`src/hdl/esp_pkg.sv`:
```
// Package for the encoder speed PID block: state codes, register indexes, fixed widths and rate bounds.
package esp_pkg;

  // Fixed widths of the register and result fields.
  localparam int GAIN_W   = 16;
  localparam int RATE_W   = 24;
  localparam int SMOOTH_W = 9;
  localparam int LIMIT_W  = 15;
  localparam int DRIVE_W  = 16;
  localparam int ERR_W    = RATE_W + 1;
  localparam int DE_W     = RATE_W + 2;
  localparam int APB_AW   = 5;
  localparam int APB_DW   = 32;

  // Saturation bounds of the filtered rate.
  localparam logic signed [RATE_W-1:0] RATE_MAX = 24'sh7FFFFF;
  localparam logic signed [RATE_W-1:0] RATE_MIN = 24'sh800000;

  // Register indexes (byte address divided by four).
  localparam logic [2:0] REG_GAIN_P    = 3'd0;
  localparam logic [2:0] REG_GAIN_I    = 3'd1;
  localparam logic [2:0] REG_GAIN_D    = 3'd2;
  localparam logic [2:0] REG_TARGET    = 3'd3;
  localparam logic [2:0] REG_SMOOTHING = 3'd4;
  localparam logic [2:0] REG_DRIVE_LIM = 3'd5;
  localparam logic [2:0] REG_WINDUP    = 3'd6;

  // Sequencer steps of one control update.
  typedef enum logic [2:0] {
    ST_IDLE,
    ST_DIFF,
    ST_MFILT,
    ST_FILT,
    ST_MP,
    ST_MI,
    ST_MD,
    ST_SUM
  } esp_state_t;

endpackage

```
`src/hdl/encoder_speed_pid_top.sv`:
```
// Encoder speed PID controller: one shared multiplier under an eight-step sequencer.
//
//  Channel  Direction  Handshake                Contents
//  in_      slave      in_tvalid / in_tready    encoder_count
//  out_     master     out_tvalid / out_tready  drive, smoothed_rate
//  cfg_     APB slave  psel, penable, pready    seven control registers
//
// Each encoder sample passes through the accept cycle and seven sequencer steps,
// four of which feed the single multiplier (filter weight, P, I and D gains).
// in_tready is high only while the sequencer is idle.
// The result waits in an output register; the next sample is accepted meanwhile and
// its last step holds until that register is free.
// rst_n is synchronous and active low; it restores the register defaults and clears
// the controller state.
module encoder_speed_pid_top #(
  parameter int FRAC_BITS   = 8,
  parameter int COUNT_WIDTH = 16
) (
  input  logic                                 clk,
  input  logic                                 rst_n,
  // Input stream: tdata holds encoder_count in the low COUNT_WIDTH bits.
  input  logic                                 in_tvalid,
  output logic                                 in_tready,
  input  logic [((COUNT_WIDTH+7)/8)*8-1:0]     in_tdata,
  // Result stream: tdata holds drive [15:0], smoothed_rate [39:16].
  output logic                                 out_tvalid,
  input  logic                                 out_tready,
  output logic [39:0]                          out_tdata,
  // Configuration port.
  input  logic                                 cfg_psel,
  input  logic                                 cfg_penable,
  input  logic                                 cfg_pwrite,
  input  logic [esp_pkg::APB_AW-1:0]           cfg_paddr,
  input  logic [esp_pkg::APB_DW-1:0]           cfg_pwdata,
  output logic [esp_pkg::APB_DW-1:0]           cfg_prdata,
  output logic                                 cfg_pready
);

  import esp_pkg::*;

  localparam int F      = FRAC_BITS;
  localparam int CW     = COUNT_WIDTH;
  localparam int DF_W   = ((CW + F > RATE_W) ? CW + F : RATE_W) + 1;
  localparam int D_W    = RATE_W + 3 + F;
  localparam int CMP_W  = ((DF_W > D_W) ? DF_W : D_W) + 1;
  localparam int MA     = D_W;
  localparam int MB     = (F + 1 > GAIN_W) ? F + 1 : GAIN_W;
  localparam int P_W    = MA + MB + 1;
  localparam int S_W    = P_W + 2;
  localparam int IA_W   = LIMIT_W + 1 + F;

  localparam logic signed [CMP_W-1:0] DBND =
    {{(CMP_W-1){1'b0}}, 1'b1} << (RATE_W + 1 + F);
  localparam logic signed [P_W-1:0] HALF_P = {{(P_W-1){1'b0}}, 1'b1} << (F - 1);
  localparam logic [31:0] ONE_Q = 32'd1 << F;

  // Control registers.
  logic [GAIN_W-1:0]          gain_p_r, gain_i_r, gain_d_r;
  logic signed [RATE_W-1:0]   target_r;
  logic [SMOOTH_W-1:0]        smooth_r;
  logic [LIMIT_W-1:0]         drive_lim_r, windup_r;

  // Controller state and datapath registers.
  esp_state_t                 state_r, state_nxt;
  logic [CW-1:0]              last_count_r, last_count_nxt;
  logic [CW-1:0]              count_r, count_nxt;
  logic signed [RATE_W-1:0]   rf_r, rf_nxt;
  logic signed [IA_W-1:0]     ia_r, ia_nxt;
  logic signed [ERR_W-1:0]    last_err_r, last_err_nxt;
  logic signed [ERR_W-1:0]    err_r, err_nxt;
  logic signed [MA-1:0]       opa_r, opa_nxt;
  logic [MB-1:0]              opb_r, opb_nxt;
  logic signed [P_W-1:0]      prod_r, prod_nxt;
  logic signed [P_W-1:0]      pterm_r, pterm_nxt;
  logic                       out_valid_r, out_valid_nxt;
  logic signed [DRIVE_W-1:0]  out_drive_r, out_drive_nxt;
  logic signed [RATE_W-1:0]   out_rate_r, out_rate_nxt;

  // Combinational helpers.
  logic signed [CW-1:0]       raw_s;
  logic signed [DF_W-1:0]     dfull;
  logic signed [CMP_W-1:0]    dx, dc;
  logic [MB-1:0]              alpha_v;
  logic signed [P_W-1:0]      fsum, fstep, fnew;
  logic signed [RATE_W-1:0]   rf_new;
  logic signed [ERR_W-1:0]    err_new;
  logic signed [DE_W-1:0]     de;
  logic signed [P_W-1:0]      ilim, isum, iclamp;
  logic signed [S_W-1:0]      ssum, slim, sclamp, smag, sq;
  logic                       cfg_wr;

  assign cfg_wr     = cfg_psel & cfg_penable & cfg_pwrite;
  assign cfg_pready = 1'b1;
  assign in_tready  = (state_r == ST_IDLE);
  assign out_tvalid = out_valid_r;
  assign out_tdata  = {out_rate_r, out_drive_r};

  // Shared multiplier: signed operand times unsigned gain or weight.
  assign prod_nxt = $signed(opa_r) * $signed({1'b0, opb_r});

  // Configuration registers, written on the access cycle of an APB write.
  always_ff @(posedge clk) begin
    if (!rst_n) begin
      gain_p_r    <= 16'd5120;
      gain_i_r    <= 16'd15360;
      gain_d_r    <= 16'd0;
      target_r    <= 24'sd5120;
      smooth_r    <= 9'd51;
      drive_lim_r <= 15'd1000;
      windup_r    <= 15'd300;
    end else if (cfg_wr) begin
      unique case (cfg_paddr[4:2])
        REG_GAIN_P:    gain_p_r    <= cfg_pwdata[GAIN_W-1:0];
        REG_GAIN_I:    gain_i_r    <= cfg_pwdata[GAIN_W-1:0];
        REG_GAIN_D:    gain_d_r    <= cfg_pwdata[GAIN_W-1:0];
        REG_TARGET:    target_r    <= cfg_pwdata[RATE_W-1:0];
        REG_SMOOTHING: smooth_r    <= cfg_pwdata[SMOOTH_W-1:0];
        REG_DRIVE_LIM: drive_lim_r <= cfg_pwdata[LIMIT_W-1:0];
        REG_WINDUP:    windup_r    <= cfg_pwdata[LIMIT_W-1:0];
        default: ;
      endcase
    end
  end

  // Register read-back.
  always_comb begin
    unique case (cfg_paddr[4:2])
      REG_GAIN_P:    cfg_prdata = APB_DW'(gain_p_r);
      REG_GAIN_I:    cfg_prdata = APB_DW'(gain_i_r);
      REG_GAIN_D:    cfg_prdata = APB_DW'(gain_d_r);
      REG_TARGET:    cfg_prdata = APB_DW'(target_r);
      REG_SMOOTHING: cfg_prdata = APB_DW'(smooth_r);
      REG_DRIVE_LIM: cfg_prdata = APB_DW'(drive_lim_r);
      REG_WINDUP:    cfg_prdata = APB_DW'(windup_r);
      default:       cfg_prdata = '0;
    endcase
  end

  // Control and controller state registers.
  always_ff @(posedge clk) begin
    if (!rst_n) begin
      state_r      <= ST_IDLE;
      out_valid_r  <= 1'b0;
      last_count_r <= '0;
      rf_r         <= '0;
      ia_r         <= '0;
      last_err_r   <= '0;
    end else begin
      state_r      <= state_nxt;
      out_valid_r  <= out_valid_nxt;
      last_count_r <= last_count_nxt;
      rf_r         <= rf_nxt;
      ia_r         <= ia_nxt;
      last_err_r   <= last_err_nxt;
    end
  end

  // Payload registers.
  always_ff @(posedge clk) begin
    count_r     <= count_nxt;
    err_r       <= err_nxt;
    opa_r       <= opa_nxt;
    opb_r       <= opb_nxt;
    prod_r      <= prod_nxt;
    pterm_r     <= pterm_nxt;
    out_drive_r <= out_drive_nxt;
    out_rate_r  <= out_rate_nxt;
  end

  // Datapath pieces used by the sequencer steps.
  always_comb begin
    // Wrapped count difference, scaled and clamped so the product stays narrow.
    raw_s = $signed(count_r - last_count_r);
    dfull = (DF_W'(raw_s) <<< F) - DF_W'(rf_r);
    dx    = CMP_W'(dfull);
    if (dx > DBND) begin
      dc = DBND;
    end else if (dx < -DBND) begin
      dc = -DBND;
    end else begin
      dc = dx;
    end

    // Filter weight, capped at unity.
    if ({{(32-SMOOTH_W){1'b0}}, smooth_r} > ONE_Q) begin
      alpha_v = MB'(ONE_Q);
    end else begin
      alpha_v = MB'(smooth_r);
    end

    // Filter update with round half up, then saturation to the rate range.
    fsum  = prod_r + HALF_P;
    fstep = fsum >>> F;
    fnew  = P_W'(rf_r) + fstep;
    if (fnew > P_W'(RATE_MAX)) begin
      rf_new = RATE_MAX;
    end else if (fnew < P_W'(RATE_MIN)) begin
      rf_new = RATE_MIN;
    end else begin
      rf_new = fnew[RATE_W-1:0];
    end
    err_new = ERR_W'(target_r) - ERR_W'(rf_new);

    // Error change for the derivative term.
    de = DE_W'(err_r) - DE_W'(last_err_r);

    // Integral update with floor shift and symmetric clamp.
    ilim = P_W'(windup_r) << F;
    isum = P_W'(ia_r) + (prod_r >>> F);
    if (isum > ilim) begin
      iclamp = ilim;
    end else if (isum < -ilim) begin
      iclamp = -ilim;
    end else begin
      iclamp = isum;
    end

    // Output sum, clamp and truncation toward zero.
    ssum = S_W'(pterm_r) + (S_W'(ia_r) <<< F) + S_W'(prod_r);
    slim = S_W'(drive_lim_r) << (2 * F);
    if (ssum > slim) begin
      sclamp = slim;
    end else if (ssum < -slim) begin
      sclamp = -slim;
    end else begin
      sclamp = ssum;
    end
    smag = sclamp[S_W-1] ? -sclamp : sclamp;
    sq   = smag >>> (2 * F);
    if (sclamp[S_W-1]) begin
      sq = -sq;
    end
  end

  // Sequencer: next state and register loads.
  always_comb begin
    state_nxt      = state_r;
    last_count_nxt = last_count_r;
    count_nxt      = count_r;
    rf_nxt         = rf_r;
    ia_nxt         = ia_r;
    last_err_nxt   = last_err_r;
    err_nxt        = err_r;
    opa_nxt        = opa_r;
    opb_nxt        = opb_r;
    pterm_nxt      = pterm_r;
    out_drive_nxt  = out_drive_r;
    out_rate_nxt   = out_rate_r;
    out_valid_nxt  = out_valid_r & ~out_tready;

    unique case (state_r)
      ST_IDLE: begin
        if (in_tvalid) begin
          count_nxt = in_tdata[CW-1:0];
          state_nxt = ST_DIFF;
        end
      end
      ST_DIFF: begin
        last_count_nxt = count_r;
        opa_nxt        = MA'(dc);
        opb_nxt        = alpha_v;
        state_nxt      = ST_MFILT;
      end
      ST_MFILT: begin
        state_nxt = ST_FILT;
      end
      ST_FILT: begin
        rf_nxt    = rf_new;
        err_nxt   = err_new;
        opa_nxt   = MA'(err_new);
        opb_nxt   = MB'(gain_p_r);
        state_nxt = ST_MP;
      end
      ST_MP: begin
        opb_nxt   = MB'(gain_i_r);
        state_nxt = ST_MI;
      end
      ST_MI: begin
        // Product now holds the proportional term.
        pterm_nxt = prod_r;
        opa_nxt   = MA'(de);
        opb_nxt   = MB'(gain_d_r);
        state_nxt = ST_MD;
      end
      ST_MD: begin
        // Product now holds the integral increment before scaling.
        ia_nxt       = iclamp[IA_W-1:0];
        last_err_nxt = err_r;
        state_nxt    = ST_SUM;
      end
      ST_SUM: begin
        // Product holds the derivative term; wait for a free output register.
        if (!out_valid_r || out_tready) begin
          out_drive_nxt = sq[DRIVE_W-1:0];
          out_rate_nxt  = rf_r;
          out_valid_nxt = 1'b1;
          state_nxt     = ST_IDLE;
        end
      end
      default: begin
        state_nxt = ST_IDLE;
      end
    endcase
  end

endmodule

```
`config.mk`:
```
export PLATFORM = sky130hd
export DESIGN_NAME = encoder_speed_pid_top
export DESIGN_NICKNAME = d
export VERILOG_FILES = /design/src/hdl/esp_pkg.sv /design/src/hdl/encoder_speed_pid_top.sv
export SDC_FILE = /design/constraint.sdc
export NUM_CORES = 2
export LEC_CHECK = 0
export BUFFER_PORTS_ARGS = -buffer_cell sky130_fd_sc_hd__buf_2
export CAP_MARGIN = 20
export CELL_PAD_IN_SITES_DETAIL_PLACEMENT = 0
export CELL_PAD_IN_SITES_GLOBAL_PLACEMENT = 2
export CORE_MARGIN = 1.5
export CORE_UTILIZATION = 44
export CTS_CLUSTER_DIAMETER = 200
export DETAILED_ROUTE_END_ITERATION = 7
export PLACE_DENSITY = 0.95
export RECOVER_POWER = 50
export SYNTH_ARGS = -nofsm -noshare
export SYNTH_HDL_FRONTEND = slang
export SYNTH_SLANG_ARGS = --single-unit
export TNS_END_PERCENT = 20
```
`constraint.sdc`:
```
create_clock -name clk -period 26.1 [get_ports clk]
set_input_delay 5.22 -clock clk [delete_from_list [all_inputs] [get_ports clk]]
set_output_delay 5.22 -clock clk [all_outputs]
set_load 0.05 [all_outputs]
```
# Word-level counts from Yosys, hierarchy flattened
# Cells that the tools add are included.
dict set report totals {
  ff_bits 440
  latchBits 0
  mem_bits_rw 0
  romBits 0
  inputBits 60
  out_inout_bits 75
  wordCells 98
  n_memories 0
}
dict set report classes {
  add_sub_neg 13
  multipliers 1
  div 0
  order_cmp 9
  n_eq_ne 15
  shift 0
  muxes 19
  bitwise 4
  n_reduce_logical 16
}
# operator n
set ops {}
lappend ops {{32-bit one-hot mux with 7 select lines} 1}
lappend ops {{54-bit two-way mux} 2}
lappend ops {{35-bit one-hot mux with 3 select lines} 1}
lappend ops {{24-bit two-way mux} 4}
lappend ops {{24-bit by 44-bit adder with 45-bit output} 2}
lappend ops {{35-bit two-way mux} 2}
lappend ops {{16-bit one-hot mux with 4 select lines} 1}
lappend ops {{53-bit by 52-bit adder with 54-bit output} 1}
lappend ops {{54-bit by 32-bit greater-than comparator with 1-bit output} 1}
lappend ops {{54-bit < comparator} 1}
lappend ops {{31-bit negation with 54-bit output} 1}
lappend ops {{52-bit by 32-bit adder with 53-bit output} 1}
lappend ops {{52-bit by 9-bit adder with 52-bit output, second input constant} 1}
lappend ops {{45-bit by 52-bit < comparator with 1-bit output} 1}
lappend ops {{35-bit by 17-bit multiplier with 52-bit output} 1}
lappend ops {{23-bit negation with 52-bit output} 1}
lappend ops {{24-bit by 24-bit subtractor with 25-bit output} 2}
lappend ops {{45-bit by 24-bit greater-than comparator with 1-bit output} 1}
lappend ops {{45-bit by 24-bit greater-than comparator with 1-bit output, second input constant} 1}
lappend ops {{45-bit by 24-bit < comparator with 1-bit output, second input constant} 1}
lappend ops {{25-bit by 35-bit greater-than comparator with 1-bit output, second input constant} 1}
lappend ops {{25-bit by 34-bit < comparator with 1-bit output, second input constant} 1}
lappend ops {{32-bit two-way mux} 1}
lappend ops {{32-bit negation} 1}
lappend ops {{other kinds (21)} 46}

# Longest topological paths before layout
dict set report logic_depth {
  depth_word 9
  ltp_mapped 50
  ltp_nobuf 46
}

# Worst setup path after synthesis
# Ideal clock, no wire load.
dict set report synth_path {
  path_type {input -> output}
  startpoint {input cfg_paddr[4] (netlist name)}
  endpoint {output cfg_prdata[13] (netlist name)}
  arrival_time_ps 7343
  required_time_ps 20880
  slack_ps 13537
  stages 5
  path_buffers 3
  path_cell_list {clkbuf_1 buf_1 buf_1 mux2i_1 o21ai_0}
}
dict set report synth_between {
  elab_chain_cells 2
  elab_cells_between_ends 8
  cone_classes {eq/ne (6); mux (1); reduce/logical (1)}
}
# element line
set synth_rtl {}
lappend synth_rtl {{start: declaration} encoder_speed_pid_top.sv:33} ;# input logic [esp_pkg::APB_AW-1:0] cfg_paddr,
lappend synth_rtl {{3-bit equality test, or another cell as far along} encoder_speed_pid_top.sv:127} ;# unique case (cfg_paddr[4:2])
lappend synth_rtl {{32-bit one-hot mux with 7 select lines *} encoder_speed_pid_top.sv:127}
lappend synth_rtl {{end: declaration} encoder_speed_pid_top.sv:35} ;# output logic [esp_pkg::APB_DW-1:0] cfg_prdata,
# Mark *: on every way between the ends. The rest lies on a longest branch, timed or not.

# Final worst setup path
dict set report layout_path {
  startpoint {register prod_r[11]}
  endpoint {register opa_r[23] (data pin)}
}
dict set report layout_between {
  elab_chain_cells 7
  elab_cells_between_ends 8
  cone_classes {add/sub (3); order compare (2); mux (3)}
}
# element line
set layout_rtl {}
lappend layout_rtl {{start: declaration} encoder_speed_pid_top.sv:73} ;# logic signed [P_W-1:0] prod_r, prod_nxt;
lappend layout_rtl {{start signal: assignment} encoder_speed_pid_top.sv:164} ;# prod_r <= prod_nxt;
lappend layout_rtl {{52-bit by 9-bit adder with 52-bit output *} encoder_speed_pid_top.sv:192} ;# fsum = prod_r + HALF_P;
lappend layout_rtl {{24-bit by 44-bit adder with 45-bit output *} encoder_speed_pid_top.sv:194} ;# fnew = P_W'(rf_r) + fstep;
lappend layout_rtl {{45-bit by 24-bit < comparator with 1-bit output} encoder_speed_pid_top.sv:197} ;# end else if (fnew < P_W'(RATE_MIN)) begin
lappend layout_rtl {{24-bit two-way mux} encoder_speed_pid_top.sv:197}
lappend layout_rtl {{24-bit two-way mux *} encoder_speed_pid_top.sv:195} ;# if (fnew > P_W'(RATE_MAX)) begin
lappend layout_rtl {{24-bit by 24-bit subtractor with 25-bit output *} encoder_speed_pid_top.sv:202} ;# err_new = ERR_W'(target_r) - ERR_W'(rf_new);
lappend layout_rtl {{35-bit one-hot mux with 3 select lines *} encoder_speed_pid_top.sv:251} ;# unique case (state_r)
lappend layout_rtl {{named net opa_nxt[23]} encoder_speed_pid_top.sv:71} ;# logic signed [MA-1:0] opa_r, opa_nxt;
lappend layout_rtl {{end signal: assignment} encoder_speed_pid_top.sv:162} ;# opa_r <= opa_nxt;
lappend layout_rtl {{end: declaration} encoder_speed_pid_top.sv:71}
# The timed path passes the listed nets; every way through them passes the cells marked *.
# A chain may end at the register's enable or synchronous reset.

==> metrics <==
status finished with violations; failing checks max-capacitance violations, max-slew violations; CTS buffer count 48; Clock Latency Late Sink 0.63 ns; reg2reg setup slack roughly 13 ns; Crit Path Category reg2reg; cell area after synthesis 50130 sq um; Critical Path Fanout Max 26; hold path start prod_r[0]; worst min path class reg2reg; Critical Path End Type register; synth warn 0; flops & latches, synth 431; Slew @ Worst Pin 4.091 ns; I/O pin count 135; commonest cells after routing, fill and taps aside 813 x nand2_1, 741 x inv_1, 522 x fa_1, 461 x ha_1, 430 x a21oi_1; crit path launch prod_r[11]; Syn Area/Cell 8.647 sq um; Vias/cell 5.598; CP most frequent cell o21ai_0; max-cap violations 8; Yosys cell types 88; setup bufs post-CTS 0; Startpoint Class register; port bufs 123; sequential share of the synthesized area 0.2071; overflow left after global routing 0; die area 116000 sq um; setup_tns 0 ns; required time of the critical path 26.52 ns; Worst Skew 0.03349 ns; GP Congestion 0.9061; core outline area 112800 sq um; Sink Count 431; clock root buffer clkbuf_16; final setup vio count 0; Overall Global Routing Usage 0.2625; residual DRC count 0; antenna viol nets, final 0; Crit path arrival time approximately 13 ns; Slew Viols, Final 395; Post-CTS Hold Buffers 0; starting density of the core 0.4443; final hold violations 0; Reg area just over 10000 sq um; clk buf depth 3; first-pass GRT wire length roughly 240000 um; Worst path slowest cell nand2_1; cell row count 123; Routed WL per cell about 21 um; PostCTS Resize Cnt 0; commonest non-fill, non-tap cell in the layout nand2_1; Via Count a little over 40000; Worst path max stage delay 0.93 ns; share of synthesized registers carrying an async set or reset 0; fraction of layout cells with a size suffix above 1 0.05546; DRT Pass-1 Iters 6; H-tree level count 2; Layout area overhead 7.276%; Post-Syn Nets 6840; final net count slightly below 7000; area of the multi-input gates 36080 sq um; Cells after Synth about 5800; Starting DRT DRC Count 3367; fin cells 7347; Final Util 0.4767; Die H around 340 um; WL final 152800 um; DP Wirelength approximately 120000 um; number of flops mapped to enable cells by yosys between 150 and 200; initial antenna violation count 5; number of global-route vias before repair about 40000; RSZ-0062 raised after global routing false; fmax 77.66 MHz; slew margin rel. -1.727; placed insts 7251; CTS tree yes; largest net degree at the start of global routing 95; clk slew on worst S/H paths 0.06 ns; worst reg2reg startpoint prod_r[11]; fill count 10950; die width 340.5 um; Synth Flop Type dfxtp_1; Final min period 12.88 ns; Tcrit/Tclk final 0.4933
-- state kept, by name, indices dropped and copies added, names as in the netlist --
name          flops
prod_r           52
pterm_r          52
opa_r            26
err_r            25
last_err_r       25
ia_r             24
out_rate_r       24
rf_r             24
target_r         24
count_r          16
gain_d_r         16
gain_i_r         16
gain_p_r         16
last_count_r     16
opb_r            16
out_drive_r      16
drive_lim_r      15
windup_r         15
smooth_r          9
state_r           3
out_tvalid        1
-- Yosys cell counts (108+ instances only) --
cell type	instances	area share
nand2_1	813	0.061
o21ai_0	194	0.019
dfxtp_1	256	0.10
clkbuf_1	197	0.015
nand3_1	108	0.011
nor2_1	279	0.021
xnor2_1	236	0.041
ha_1	461	0.12
edfxtp_1	175	0.10
fa_1	522	0.21
inv_1	742	0.056
a21o_1	119	0.018
a21oi_1	430	0.043
and2_1	178	0.022
-- kinds of logic after synthesis --
| logic type | share of synthesized area |
|---|---|
| other cells | 0.00007481 |
| mux | 0.01900 |
| fa+ha+maj | 0.3241 |
| xor+xnor | 0.05749 |
| buf+inv | 0.07404 |
| simple gates | 0.1654 |
| flops | 0.2071 |
| compound gates | 0.1527 |
-- layout make-up --
cell class              count  area share
clock buffers              66     0.02532
well taps                1500     0.03490
flip-flops and latches    431      0.1931
multi-input cells        4389      0.6709
diodes                      5   0.0002327
clock inverters            23    0.003932
inverters                 745     0.05205
repair buffers            188     0.01959
-- critical path, delay by kind of cell (launching register included) --
kind | cells | cell delay, ns
flip-flops | 1 | 0.56
XOR/XNOR | 2 | 0.35
adder cells (fa/ha/maj) | 3 | 1.20
AND/OR/NAND/NOR | 16 | 5.79
buffers and inverters | 2 | 0.13
multiplexers | 1 | 0.30
AO/OA/AOI/OAI | 20 | 4.36
-- layer usage --
metal / routed length, um / GRT usage / part of all wire / vias to the layer above
met4: 4393 / 0.06981 / 0.029 / 0
met3: 10620 / 0.04144 / 0.069 / 182
li1: - / - / - / 19540
met1: 69420 / 0.3770 / 0.45 / 20150
met2: 68410 / 0.4105 / 0.45 / 1256
met5: 0 / 0 / 0 / -
-- worst paths after layout --
check               end  cells after the start
min reg2reg  pterm_r[0]                      0
max           opa_r[23]                     44
max reg2reg   opa_r[23]                     44
min          pterm_r[0]                      0
-- per-stage QoR --
stage / cell area, sq um / hold WS [ns] / setup WS (ns)
floorplan: 50130 / 0.4123 / 13.54
global placement: 52230 / 0.4188 / 13.34
detailed placement: 52230 / 0.4325 / 13.32
CTS: 53800 / 0.4478 / 13.31
global route: 53760 / 0.4514 / 12.34
finish: 53770 / 0.4438 / 13.22
Power is not shown: default switching activity piles up to over one toggle a cycle in this logic, so the estimate is an artifact.
